**src/sv/rtu_pkg.sv**
```systemverilog
// ============================================================================
// rtu_pkg: shared types and constants of the fixed-point tanh pipeline
// sideband bundle that travels with each beat, widths of the internal
// fixed-point words and default parameter values
// ============================================================================
package rtu_pkg;

  localparam int DATA_WIDTH_DEF   = 16;
  localparam int IN_FRAC_BITS_DEF = 12;

  // register stages of the exponential front end
  localparam int EXP_STAGES = 16;

  // width of the divisor 2^32 + E, which can reach 2^33
  localparam int DEN_W = 34;

  // one in q0.32, carried as a 33-bit word
  localparam logic [32:0] Q32_ONE = 33'h1_0000_0000;

  // control and flag bits that follow a beat down the pipe
  typedef struct packed {
    logic valid;
    logic last;
    logic neg;
    logic zero;
    logic sat;
  } side_t;

endpackage

```
**src/sv/rtu_div.sv**
```systemverilog
// ============================================================================
// rtu_div: pipelined restoring divider
// one quotient bit per stage, dividend bits shift out as quotient bits
// shift in, so the quotient lands in the same word after the last stage
// ============================================================================
module rtu_div
  import rtu_pkg::*;
#(
  parameter int DATA_WIDTH = DATA_WIDTH_DEF
) (
  input  logic                   clk,
  input  logic                   rst_n,
  input  logic                   en,
  input  side_t                  in_side,
  input  logic [DATA_WIDTH+31:0] in_n,
  input  logic [DEN_W-1:0]       in_d,
  output side_t                  out_side,
  output logic [DATA_WIDTH-1:0]  out_q
);

  side_t                 side_r [DATA_WIDTH];
  logic [DEN_W-1:0]      rem_r  [DATA_WIDTH];
  logic [DEN_W-1:0]      d_r    [DATA_WIDTH];
  logic [DATA_WIDTH-1:0] nq_r   [DATA_WIDTH];

  for (genvar j = 0; j < DATA_WIDTH; j++) begin : g_step
    side_t                 side_src;
    logic [DEN_W-1:0]      rem_src, d_src, rem_nxt;
    logic [DATA_WIDTH-1:0] nq_src, nq_nxt;
    logic [DEN_W:0]        trial;
    logic                  fits;

    if (j == 0) begin : g_head
      // upper dividend bits are already below the divisor
      assign side_src = in_side;
      assign rem_src  = DEN_W'(in_n[DATA_WIDTH+31:DATA_WIDTH]);
      assign nq_src   = in_n[DATA_WIDTH-1:0];
      assign d_src    = in_d;
    end else begin : g_link
      assign side_src = side_r[j-1];
      assign rem_src  = rem_r[j-1];
      assign nq_src   = nq_r[j-1];
      assign d_src    = d_r[j-1];
    end

    assign trial   = {rem_src, nq_src[DATA_WIDTH-1]};
    assign fits    = (trial >= {1'b0, d_src});
    assign rem_nxt = fits ? DEN_W'(trial - {1'b0, d_src}) : trial[DEN_W-1:0];
    assign nq_nxt  = {nq_src[DATA_WIDTH-2:0], fits};

    always_ff @(posedge clk) begin
      if (!rst_n) begin
        side_r[j] <= '0;
      end else if (en) begin
        side_r[j] <= side_src;
      end
    end

    always_ff @(posedge clk) begin
      if (en) begin
        rem_r[j] <= rem_nxt;
        nq_r[j]  <= nq_nxt;
        d_r[j]   <= d_src;
      end
    end
  end

  assign out_side = side_r[DATA_WIDTH-1];
  assign out_q    = nq_r[DATA_WIDTH-1];

endmodule

```
**config.mk**
```make
export PLATFORM = sky130hd
export DESIGN_NAME = rtu_div
export DESIGN_NICKNAME = d
export VERILOG_FILES = /design/src/sv/rtu_pkg.sv /design/src/sv/rtu_div.sv
export SDC_FILE = /design/constraint.sdc
export NUM_CORES = 2
export LEC_CHECK = 0
export ABC_AREA = 1
export BUFFER_PORTS_ARGS = -buffer_cell sky130_fd_sc_hd__buf_2
export CAP_MARGIN = 20
export CORE_ASPECT_RATIO = 0.8
export CORE_MARGIN = 1.5
export CORE_UTILIZATION = 50
export DETAILED_ROUTE_END_ITERATION = 8
export MAX_ROUTING_LAYER = met4
export PLACE_DENSITY = 0.73
export SETUP_SLACK_MARGIN = 0.5
export SYNTH_ARGS = -nofsm -noshare
export SYNTH_HDL_FRONTEND = slang
export SYNTH_SLANG_ARGS = --single-unit
export TNS_END_PERCENT = 20
```
**constraint.sdc**
```tcl
create_clock -name clk -period 3.1 [get_ports clk]
set_input_delay 0.62 -clock clk [delete_from_list [all_inputs] [get_ports clk]]
set_output_delay 0.62 -clock clk [all_outputs]
set_load 0.02 [all_outputs]
```
==> flow_metrics.tcl <==
set metrics [dict create \
    synth_ff_type "edfxtp_1" \
    fp.dieH_um 378 \
    drv_slew 0 \
    clock_path_buffers 3 \
    multiInputGateArea_um2 41400 \
    slew_headroom_pct 42.3 \
    cts_max_level 4 \
    place_ws_ns -0.0356 \
    grt_setup_unrepaired "true" \
    hold_viol_final 0 \
    synth-edff-count 1356 \
    synth_top_family_by_area "simple AND/OR/NAND/NOR gates" \
    crit_path_start_kind "flop" \
    fillers 16000 \
    clock_latency_ns 0.81 \
    leakage_uw 0.0503 \
    slowest_stage "edfxtp_1" \
    fin_crit_ns 2.67 \
    yosys.area_share.simple_pct 28.7 \
    cp.arrival_ns 3.18 \
    fmaxAchievable_ghz 0.375 \
    cp-startpoint "d_r[6][9]" \
    synthCells 11300 \
    synthAdderAreaFrac_pct 8.07 \
    rrSetupSlack_ns 0.43 \
    hold_class "in -> reg" \
    syn_avg_cell_area_um2 7.77 \
    synth_xor_area_share_pct 2.65 \
    fin_area_um2 102000 \
    dp_cells 13800 \
    synth_compound_area_share_pct 4.01 \
    row_count 137 \
    grt_pass1_wl_mm 419 \
    async_flop_share_pct 0 \
    tns_ns 0 \
    syn_area_um2 87900 \
    ff_latch_area_um2 40700 \
    synth_area_leaders "edfxtp_1, nand2_1, inv_1, ha_1, nor2_1" \
    numCtsBuffers 147 \
    worstSetupPathType "reg -> reg" \
    postSynthRegisterBits 1356 \
    yosysSeqAreaShare_pct 46.3 \
    antenna_left 0 \
    use_met3_pct 6.72 \
    path_delay_family "simple AND/OR/NAND/NOR gates" \
    placement.cell_area_um2 92300 \
    synth.area.mux_share_pct 0 \
    cts_root_buf "clkbuf_16" \
    ys_types 41 \
    core-area_um2 175000 \
    grt_max_degree 132 \
    finalWirelength_mm 287 \
    start_util_pct 50.4 \
    critPathCapture "rem_r[3][51]" \
    r2r_end "rem_r[3][51]" \
    top_usage_layer "met1" \
    reg2regPathDepth 17 \
    yosysTopAreaCell "edfxtp_1" \
    cts.reportedPaths.clkPinSlew_ns 0.07 \
    critPathRequiredTime_ns 3.61 \
    drtIter0Drc 8549 \
    fin_crit_sh_pct 86.1 \
    status "finished, final reports clean" \
    tightestPinTransition_ns 0.857 \
    yosys_warnings 0 \
    dieArea_um2 178000 \
    fin_cells 14300 \
    area_delta_synth_final_pct 16.5 \
    crit_cells 17 \
    synth_nets 12000 \
    setup_ws_ns 0.430 \
    die_w_um 472 \
    yosysTopAreaCellShare_pct 46.3 \
    grt.total_usage_pct 32.0 \
    port_buffers 110 \
    dpl.hpwl_mm 227 \
    clock_skew_ns 0.0343 \
    use_met2_pct 42.7 \
    min_path_cells 1 \
    viasPerCell 5.26 \
    wl_per_cell_um 20.1 \
    pwr_density_cell_nw_per_um2 978 \
    dr.pass1.iters 9 \
    grt_use_met1_pct 49.8 \
    layout-drive-gt1-share_pct 11.5 \
    maxCapViolations 0 \
    cts.sinks 1356 \
    end_kind "flop" \
    setup_viol 0 \
    crit_top_cell "nand2_1" \
    io_pins 111 \
    dr_total_vias 75300 \
    reg2reg_from "d_r[6][9]" \
    cts_tree "built" \
    cp_cell_sequence "inv_2, ha_4, nand2_1, inv_2, nand2_1, nor2_1, nand2_1, nand3_2, nand2_2, nand2_2, nand2_2, nand2_4, inv_4, buf_12, buf_12, nand2_1, nand2_1" \
    slowest_delay_ns 0.63 \
    overflow 0 \
    cp_max_fo 10 \
    drcViolationCount 0 \
    gp_congestion 1.02 \
    cp_num_buf_inv 5 \
    ir_worst_vdd_mv 0.481 \
    grt_pass1_vias 67500 \
    final_net_count 12500 \
    antenna_found_initial 9 \
]
[registers in the layout, indices dropped and copies added, names as in the netlist]
signal and flops:
nq_r 256, rem_r 510, d_r 510, side_r 80
[metrics by stage]
step | hold WS, ns | utilization, % | total power (uW)
final | 0.0554 | 58.6 | 100000
after floorplan | 0.400 | - | 60600
after detailed placement | 0.405 | 52.9 | 76200
after global placement | 0.400 | 52.9 | 75900
after global routing | 0.0113 | 58.6 | 107000
after CTS | 0.0000922 | 56.3 | 95200
[layout make-up]
cell class	instances	share of cell area, %
multi-input cells	7722	40.5
flip-flops and latches	1356	39.8
inverters	2130	7.88
repair buffers	533	4.26
clock buffers	165	3.66
well taps	2293	2.80
clock inverters	102	1.10
repair inverters	2	0.0171
diodes	4	0.00978
[repair_timing]
action	CTS	global route
setup endpoints to repair	368	514
hold endpoints to repair	30	0
buffers inserted	44	144
pin swaps	3	54
hold buffers	30	0
gates resized for setup	85	524
cloned	1	4
[how the worst min path moves through the flow]
stage,startpoint,to
finish,in_n[0],nq_r[0][1]
global route,in_d[27],d_r[0][27]
CTS,in_n[0],nq_r[0][1]
detailed placement,nq_r[9][3],nq_r[10][4]
global placement,nq_r[3][5],nq_r[4][6]
floorplan,nq_r[9][9],nq_r[10][10]
[per-layer routing]
| metal | wire, um | part of all wire [%] |
|---|---|---|
| met1 | 140000 | 49 |
| met2 | 114000 | 40 |
| met3 | 29200 | 10 |
| met4 | 4320 | 1.5 |
| met5 | 0 | 0 |
[where the power goes]
part | internal [uW] | total [uW] | leakage (uW) | switching (uW)
sequential | 26400 | 30200 | 0.0134 | 3730
clock | 10100 | 18100 | 0.00237 | 7970
combinational | 18100 | 51900 | 0.0346 | 33800
[cells by family (layout without fill, tap and decap cells)]
kind of cell,Yosys count,after routing
AND/OR/NAND/NOR,6219,6220
buffers and inverters,2232,2932
flip-flops,1356,1356
AO/OA/AOI/OAI,678,678
adder cells (fa/ha/maj),558,558
XOR/XNOR,266,266
other,0,4
[cell usage after synthesis, types with 41 or more instances]
master / n
a21oi_1: 437
buf_6: 50
edfxtp_1: 1356
ha_1: 543
inv_1: 2095
nand2_1: 4377
nand3_1: 525
nand3b_1: 97
nand4_1: 64
nor2_1: 922
nor3_1: 86
o21ai_0: 192
o21bai_1: 41
xor2_1: 228
[layout by cell type (no fill, tap or decap), drive strengths merged, types with 4 or more instances in the layout]
cell | synthesis | layout
clkinvlp | 0 | 11
nand3 | 540 | 540
clkbuf | 8 | 166
nand2 | 4432 | 4433
bufinv | 0 | 15
nand3b | 97 | 97
o21ai | 192 | 192
buf | 94 | 501
fa | 15 | 15
xnor2 | 38 | 38
ha | 543 | 543
inv | 2130 | 2147
diode | 0 | 4
a21oi | 441 | 441
edfxtp | 1356 | 1356
and3 | 11 | 11
o21bai | 41 | 41
nor2 | 957 | 957
nor3 | 86 | 86
or2 | 14 | 14
nand4 | 64 | 64
dlygate4sd3 | 0 | 30
clkinv | 0 | 61
nor4 | 12 | 12
xor2 | 228 | 228
No activity file was read; power rests on OpenSTA's default activity.
