**config.mk**
```make
export PLATFORM = sky130hd
export DESIGN_NAME = rtu_out
export DESIGN_NICKNAME = d
export VERILOG_FILES = /design/src/sv/rtu_pkg.sv /design/src/sv/rtu_out.sv
export SDC_FILE = /design/constraint.sdc
export NUM_CORES = 1
export LEC_CHECK = 0
export BUFFER_PORTS_ARGS = -buffer_cell sky130_fd_sc_hd__buf_2
export CORE_ASPECT_RATIO = 2
export CORE_MARGIN = 5
export CORE_UTILIZATION = 49
export CTS_CLUSTER_DIAMETER = 30
export DETAILED_ROUTE_END_ITERATION = 10
export GPL_ROUTABILITY_DRIVEN = 0
export GPL_TIMING_DRIVEN = 0
export PLACE_DENSITY = 0.82
export SKIP_CTS_REPAIR_TIMING = 1
export SLEW_MARGIN = 15
export SYNTH_ARGS = -nofsm -noshare
export SYNTH_HDL_FRONTEND = slang
export SYNTH_SLANG_ARGS = --single-unit
```
**constraint.sdc**
```tcl
create_clock -name clk -period 2.5 [get_ports clk]
set_clock_uncertainty 0.05 [all_clocks]
set_input_delay 0.125 -clock clk [delete_from_list [all_inputs] [get_ports clk]]
set_output_delay 0.125 -clock clk [all_outputs]
set_load 0.01 [all_outputs]
```
**src/sv/rtu_pkg.sv**
```systemverilog
// ============================================================================
// rtu_pkg: shared types and constants of the fixed-point tanh pipeline
// sideband bundle that travels with each beat, widths of the internal
// fixed-point words and default parameter values
// ============================================================================
package rtu_pkg;

  localparam int DATA_WIDTH_DEF   = 16;
  localparam int IN_FRAC_BITS_DEF = 12;

  // register stages of the exponential front end
  localparam int EXP_STAGES = 16;

  // width of the divisor 2^32 + E, which can reach 2^33
  localparam int DEN_W = 34;

  // one in q0.32, carried as a 33-bit word
  localparam logic [32:0] Q32_ONE = 33'h1_0000_0000;

  // control and flag bits that follow a beat down the pipe
  typedef struct packed {
    logic valid;
    logic last;
    logic neg;
    logic zero;
    logic sat;
  } side_t;

endpackage

```
**src/sv/rtu_out.sv**
```systemverilog
// ============================================================================
// rtu_out: result formatting and output skid buffer
// applies the zero and saturation cases and the sign, then holds the beat
// in an output register backed by one skid register
// ============================================================================
module rtu_out
  import rtu_pkg::*;
#(
  parameter int DATA_WIDTH = DATA_WIDTH_DEF
) (
  input  logic                  clk,
  input  logic                  rst_n,
  input  side_t                 in_side,
  input  logic [DATA_WIDTH-1:0] in_q,
  output logic                  en,
  output logic                  out_valid,
  input  logic                  out_ready,
  output logic [DATA_WIDTH-1:0] out_y,
  output logic                  out_last
);

  localparam logic [DATA_WIDTH-1:0] MAX_MAG = {1'b0, {(DATA_WIDTH-1){1'b1}}};

  logic [DATA_WIDTH-1:0] mag, y_new;

  always_comb begin
    if (in_side.zero) begin
      mag = '0;
    end else if (in_side.sat || (in_q > MAX_MAG)) begin
      mag = MAX_MAG;
    end else begin
      mag = in_q;
    end
    y_new = in_side.neg ? (~mag + 1'b1) : mag;
  end

  logic                  out_valid_r, out_valid_nxt;
  logic                  out_last_r, out_last_nxt;
  logic [DATA_WIDTH-1:0] out_y_r, out_y_nxt;
  logic                  skid_valid_r, skid_valid_nxt;
  logic                  skid_last_r, skid_last_nxt;
  logic [DATA_WIDTH-1:0] skid_y_r, skid_y_nxt;

  // the pipe moves only while the skid register is free
  assign en = !skid_valid_r;

  always_comb begin
    out_valid_nxt  = out_valid_r;
    out_last_nxt   = out_last_r;
    out_y_nxt      = out_y_r;
    skid_valid_nxt = skid_valid_r;
    skid_last_nxt  = skid_last_r;
    skid_y_nxt     = skid_y_r;
    if (!skid_valid_r) begin
      if (out_valid_r && !out_ready) begin
        // output held, park any arriving beat
        skid_valid_nxt = in_side.valid;
        skid_last_nxt  = in_side.last;
        skid_y_nxt     = y_new;
      end else begin
        out_valid_nxt = in_side.valid;
        out_last_nxt  = in_side.last;
        out_y_nxt     = y_new;
      end
    end else if (out_ready) begin
      out_valid_nxt  = 1'b1;
      out_last_nxt   = skid_last_r;
      out_y_nxt      = skid_y_r;
      skid_valid_nxt = 1'b0;
    end
  end

  always_ff @(posedge clk) begin
    if (!rst_n) begin
      out_valid_r  <= 1'b0;
      skid_valid_r <= 1'b0;
    end else begin
      out_valid_r  <= out_valid_nxt;
      skid_valid_r <= skid_valid_nxt;
    end
  end

  always_ff @(posedge clk) begin
    out_last_r  <= out_last_nxt;
    out_y_r     <= out_y_nxt;
    skid_last_r <= skid_last_nxt;
    skid_y_r    <= skid_y_nxt;
  end

  assign out_valid = out_valid_r;
  assign out_y     = out_y_r;
  assign out_last  = out_last_r;

endmodule

```
==> results of run 1 <==
[power by group through the flow]
stage / clock network, mW / logic, mW / registers [mW]
floorplan: 0 / 0.116 / 0.765
global placement: 0 / 0.230 / 0.744
detailed placement: 0 / 0.236 / 0.744
finish: 0.504 / 0.241 / 0.730
global route: 0.536 / 0.264 / 0.734
CTS: 0.510 / 0.238 / 0.731
[cells by family after synthesis]
kind of cell	after synthesis	synth area share, %
adders and majority gates	1	0.632
muxes	12	6.70
xor gates and xnor gates	6	2.66
and+or+nand+nor	70	18.5
buffers and inverters	15	2.91
DFF	36	53.6
AOI/OAI and AO/OA	43	15.0
[state kept, by name, summed over array words and instances, names as in the netlist]
signal / flops
out_y: 16
skid_y_r: 16
skid_last_r: 1
out_valid: 1
out_last: 1
skid_valid_r: 1
[area by class of cell]
type	count	area (um2)
buffer	9	35.0
clock buffer	5	68.8
clock inverter	3	42.5
fill	343	1490
inverter	5	18.8
multi-input combinational	132	877
sequential	36	1060
tap	51	63.8
timing repair buffer	43	223
[cells in the mapped netlist, drive strengths merged (5+ instances only)]
cell type   n  area, um2
nor3        8       45.0
clkbuf      9       33.8
o21ai      12       60.1
nor2       27        101
nand2      14       52.6
edfxtp     34       1020
mux2       10        113
nor4        5       46.3
a21oi       7       35.0
o31ai       5       37.5
inv         5       18.8
[worst max-delay path: stages]
cell	delay, ns
buf_2	0.16
clkbuf_1	0.38
o21bai_1	0.20
ha_2	0.28
or3b_2	0.53
o311a_1	0.33
o311ai_2	0.30
mux2_2	0.20
[routing by layer]
layer  wire length, um  vias up  track usage [%]
met2              2560       77             32.4
li1                  -      792                -
met3               265       13             2.53
met1              1640      771             20.8
met4               111        0             8.99
met5                 0        -                0
[final timing paths]
kind | from | endpoint | slack (ns)
min reg2reg | skid_y_r[3] | out_y[3] | 0.49
min | out_ready | skid_valid_r | 0.03
max | in_side[1] | out_y[4] | 0.11
max reg2reg | skid_valid_r | skid_y_r[14] | 0.37
[metrics by stage]
step | util [%] | setup TNS (ns) | instance area (um2)
3_3_place_gp | 57.9 | -13.34 | 2250
5_1_grt | 61.5 | 0 | 2390
2_1_floorplan | - | 0 | 1980
4_1_cts | 61.1 | -0.372 | 2370
6_report | 61.5 | 0 | 2390
3_5_place_dp | 58.3 | -2.15 | 2260
[cells in the final DEF, fill, tap and decap left out, types with 3 or more instances in the layout]
cell      synthesis  routed
buf_2             1      42
edfxtp_1         34      34
nor2_1           27      27
nand2_1          14      14
o21ai_0          12      11
mux2_2           10      10
clkbuf_1          9       8
nor3_1            7       7
a21oi_1           7       7
inv_1             5       5
o31ai_1           5       5
clkbuf_8          0       5
nor4_1            4       4
xor2_1            4       4
or3_1             3       3
o21bai_1          4       3
==> results.md, run 1 <==
- Leakage: 0.916 nW
- Clk slew on worst S/H paths: 0.07 ns
- Clock share of power: 34.2%
- WL/cell: 16.1 um
- Final nets: 257
- Die ar.: 5480 um2
- DP Worst Slack: -0.484 ns
- FF+latch count, synth: 36
- Vias per inst: 5.82
- R2R cell count: 4
- Detailed Place HPWL: 3.47 mm
- Post-Syn Nets: 208
- IO Count: 43
- Fin. Hold Viols: 0
- Fmax: 0.418 GHz
- Grt ovf: 0
- Total power: 1.48 mW
- Final critical-path required period: 2.39 ns
- Clock buffer depth: 2
- First-pass GRT wire length: 7.49 mm
- NetSw: 0.364 mW
- TritonCTS buffer count: 5
- Syn avg cell area: 10.8 um2
- HP Class: in2reg
- DRT iter0 DRCs: 45
- Power per cell area: 617 nW/um2
- Top FF cell, synth: edfxtp_1
- Combinational share of power: 16.3%
- Internal power: 1.11 mW
- Worst setup EP type: register
- Die Y: 99.9 um
- Worst slew pin tran: 0.813 ns
- Vias in the first global route: 1594
- Final ANT Viol Nets: 0
- RSZ-0062 raised after global routing: no
- Share of layout cells above drive strength 1: 30.9%
- Number of buffers added on ports: 41
- # Max-Cap Violations: 0
- Yosys cell types: 43
- Antenna cell count: 0
- Worst setup SP type: input port
- Sw Share: 24.6%
- Syn Std Cell Area: 1980 um2
- Slew Limit Headroom: 45.8%
- Clk_lat worst skew: 0.29 ns
- Layout Cells excl Fill: 284
- Register area share after synthesis: 53.6%
- Hold Crit Depth: 2
- Max Fanout on Critical Path: 10
- Row cnt: 32
- Largest net degree at the start of global routing: 18
- Critical path arrival: 2.50 ns
- Die Width: 54.9 um
- Total track usage: 18.5%
- Worst setup path category: in2reg
- Status: completed
- DP Cell Count: 276
- Clock sink count: 36
- First drt pass iteration count: 4
- Htree depth: 2
- Routed vias: 1653
- Reg power frac: 49.5%
- Initial Util: 50.9%
- CTS root buffer: clkbuf_8
- WP data required: 2.61 ns
- CTS tree: done
- Final hold slack: 0.0333 ns
- Area growth from synthesis to layout: 20.8%
- Fin crit share: 95.7%
- Post-synth ARST share: 0%
- Synth warn: 0
- Post-Syn Instances: 183
- Remaining DRCs: 0
- Initial antenna violation count: 0
- Maximum VDD drop: 0.388 mV
- Post-synth EDFFs: 34
- Setup ws final: 0.109 ns
- Slew Viols, Final: 0
- Setup violators final: 0
- Drt total wl: 4.58 mm
- Area of the core: 3880 um2
Note: power is estimated with default switching activity, not from simulation.
==> run 2, diff against run 1 <==
Settings changed: PLACE_DENSITY 0.82 to 0.78.
==> run 2 against run 1 <==
Effect of this change:
- register-to-register slack improved by 0.09 ns
- final area rose by 0.58%
- routed wire length barely moved
- clock-buffer cell count did not move
- global-route usage fell by 0.46 points
- worst hold slack got worse by 0.00056 ns
- flip-flop and latch count did not move
- via count rose by 2.0%
- critical path depth did not move
- combinational power barely moved
- clock power fell by 3%
- largest cell class unchanged
- largest power group unchanged
==> results.md, run 2 (synthesized netlist as in run 1, its figures left out) <==
- Final ANT Viol Nets: 0 (unchanged)
- Reg area: 1060 um2 (unchanged)
- Multi-input combinational cell area: 881 um2 (+0.43%)
- Grt ovf: 0 (unchanged)
- Fin. Hold Viols: 0 (unchanged)
- Initial antenna violation count: 0 (unchanged)
- Largest net degree at the start of global routing: 15 (-3)
- Clock sink count: 36 (unchanged)
- Worst r2r src: skid_valid_r
- Vias in the first global route: 1606 (+0.75%)
- TritonCTS buffer count: 5 (unchanged)
- CTS tree: done
- Die Y: 99.9 um (unchanged)
- Total track usage: 18.1% (-0.46 points)
- Final nets: 258 (+0.39%)
- Capture point of the worst path: out_y[4]
- Initial Util: 50.9% (unchanged)
- Crit path launch: in_side[1]
- WP data required: 2.61 ns (about the same)
- Drt total wl: 4.58 mm (about the same)
- IO Count: 43 (unchanged)
- Final critical-path required period: 2.34 ns (-0.0473 ns)
- Area of the core: 3880 um2 (unchanged)
- Leakage: 0.924 nW (+0.86%)
- Slew Limit Headroom: 55.9% (+10 points)
- Clock buffer depth: 2 (unchanged)
- HP Class: in2reg
- Area growth from synthesis to layout: 21.5%
- CTS root buffer: clkbuf_8
- Setup TNS: 0 ns (unchanged)
- Row cnt: 32 (unchanged)
- R2R Path End: skid_y_r[1]
- Vias per inst: 5.92 (+1.6%)
- Worst setup path category: in2reg
- DP Cell Count: 277 (+0.36%)
- RSZ-0062 raised after global routing: no
- Die ar.: 5480 um2 (unchanged)
- Number of buffers added on ports: 41 (unchanged)
- Htree depth: 2 (unchanged)
- Layout Cells excl Fill: 285 (+0.35%)
- Clk slew on worst S/H paths: 0.07 ns (about the same)
- Max Fanout on Critical Path: 10 (unchanged)
- First drt pass iteration count: 4 (unchanged)
- First-pass GRT wire length: 7.23 mm (-3.4%)
- Worst setup SP type: input port
- Clk_lat worst skew: 0.29 ns (about the same)
- Hold Crit Depth: 2 (unchanged)
- Fin crit share: 93.8% (-1.9 points)
- Worst slew pin tran: 0.659 ns (-0.154 ns)
- Maximum VDD drop: 0.344 mV (-11%)
- # Max-Cap Violations: 0 (unchanged)
- R2R cell count: 4 (unchanged)
- Worst setup EP type: register
- WL/cell: 16.1 um (-0.33%)
- Filler Cell Count: 340 (-0.87%)
- Antenna cell count: 0 (unchanged)
- Die Width: 54.9 um (unchanged)
- Most common cell after layout, fill and taps aside: buf_2
- Setup violators final: 0 (unchanged)
- Slew Viols, Final: 0 (unchanged)
- Power per cell area: 607 nW/um2 (-1.6%)
- Critical path arrival: 2.45 ns (-0.05 ns)
- Detailed Place HPWL: 3.53 mm (+1.6%)
- Status: completed
- DRT iter0 DRCs: 85 (+89%)
- FF-to-FF setup slack: 0.46 ns (+0.09 ns)
- Fmax: 0.427 GHz (+2.0%)
- Most frequent cells in the layout: 42 x buf_2, 34 x edfxtp_1, 27 x nor2_1
- Routed vias: 1686 (+2.0%)
- Share of layout cells above drive strength 1: 30.8% (-0.13 points)
- Remaining DRCs: 0 (unchanged)
run 2: cell count changes in the layout (fill, tap and decap cells not counted), sizes merged:
cell	previous run	this run
buf	43	44
clkinv	1	2
clkinvlp	1	0
run 2: cell type report:
class	instances	share of cell area (%)
inverters	5	0.781
clock buffers	5	2.86
well taps	51	2.65
plain buffers	9	1.46
repair buffers	44	9.89
flip-flops and latches	36	44.1
clock inverters	3	1.56
multi-input cells	132	36.6
run 2: stage by stage:
step | utilization [%] | area [um2] | total power, mW | hold slack [ns] | setup slack (ns)
after floorplan | - | 1980 | 0.881 | 0.151 | 0.00190
after global placement | 57.9 | 2250 | 0.973 | 0.275 | -0.707
after detailed placement | 58.7 | 2280 | 0.984 | 0.273 | -0.476
after CTS | 61.4 | 2380 | 1.47 | -0.0206 | -0.200
after global routing | 61.9 | 2400 | 1.52 | 0.0298 | 0.00976
final | 61.9 | 2400 | 1.46 | 0.0327 | 0.156
run 2: where the power goes:
group	internal [mW]	switching [mW]
clock	0.290	0.197
combinational	0.100	0.144
sequential	0.720	0.0104
total	1.11	0.350
run 2: metal layers:
metal  GRT usage, %  vias to the layer above  part of all wire (%)
li1               -                      797                     -
met1           20.2                      785                    37
met2           30.2                       79                    52
met3           3.57                       25                   6.1
met4           10.3                        0                   4.9
met5              0                        -                     0
run 2: worst max-delay path, cell delays in order:
cell	delay [ns]
buf_2	0.13
clkbuf_1	0.37
o21bai_2	0.21
ha_2	0.27
or3b_2	0.53
o311a_1	0.32
o311ai_2	0.29
mux2_2	0.20
run 2: how the worst min path moves through the flow:
| stage | from | to |
|---|---|---|
| 2_1_floorplan | out_ready | skid_valid_r |
| 3_3_place_gp | in_side[3] | skid_last_r |
| 3_5_place_dp | in_side[3] | skid_last_r |
| 4_1_cts | in_side[3] | skid_last_r |
| 5_1_grt | out_ready | skid_valid_r |
| 6_report | out_ready | skid_valid_r |
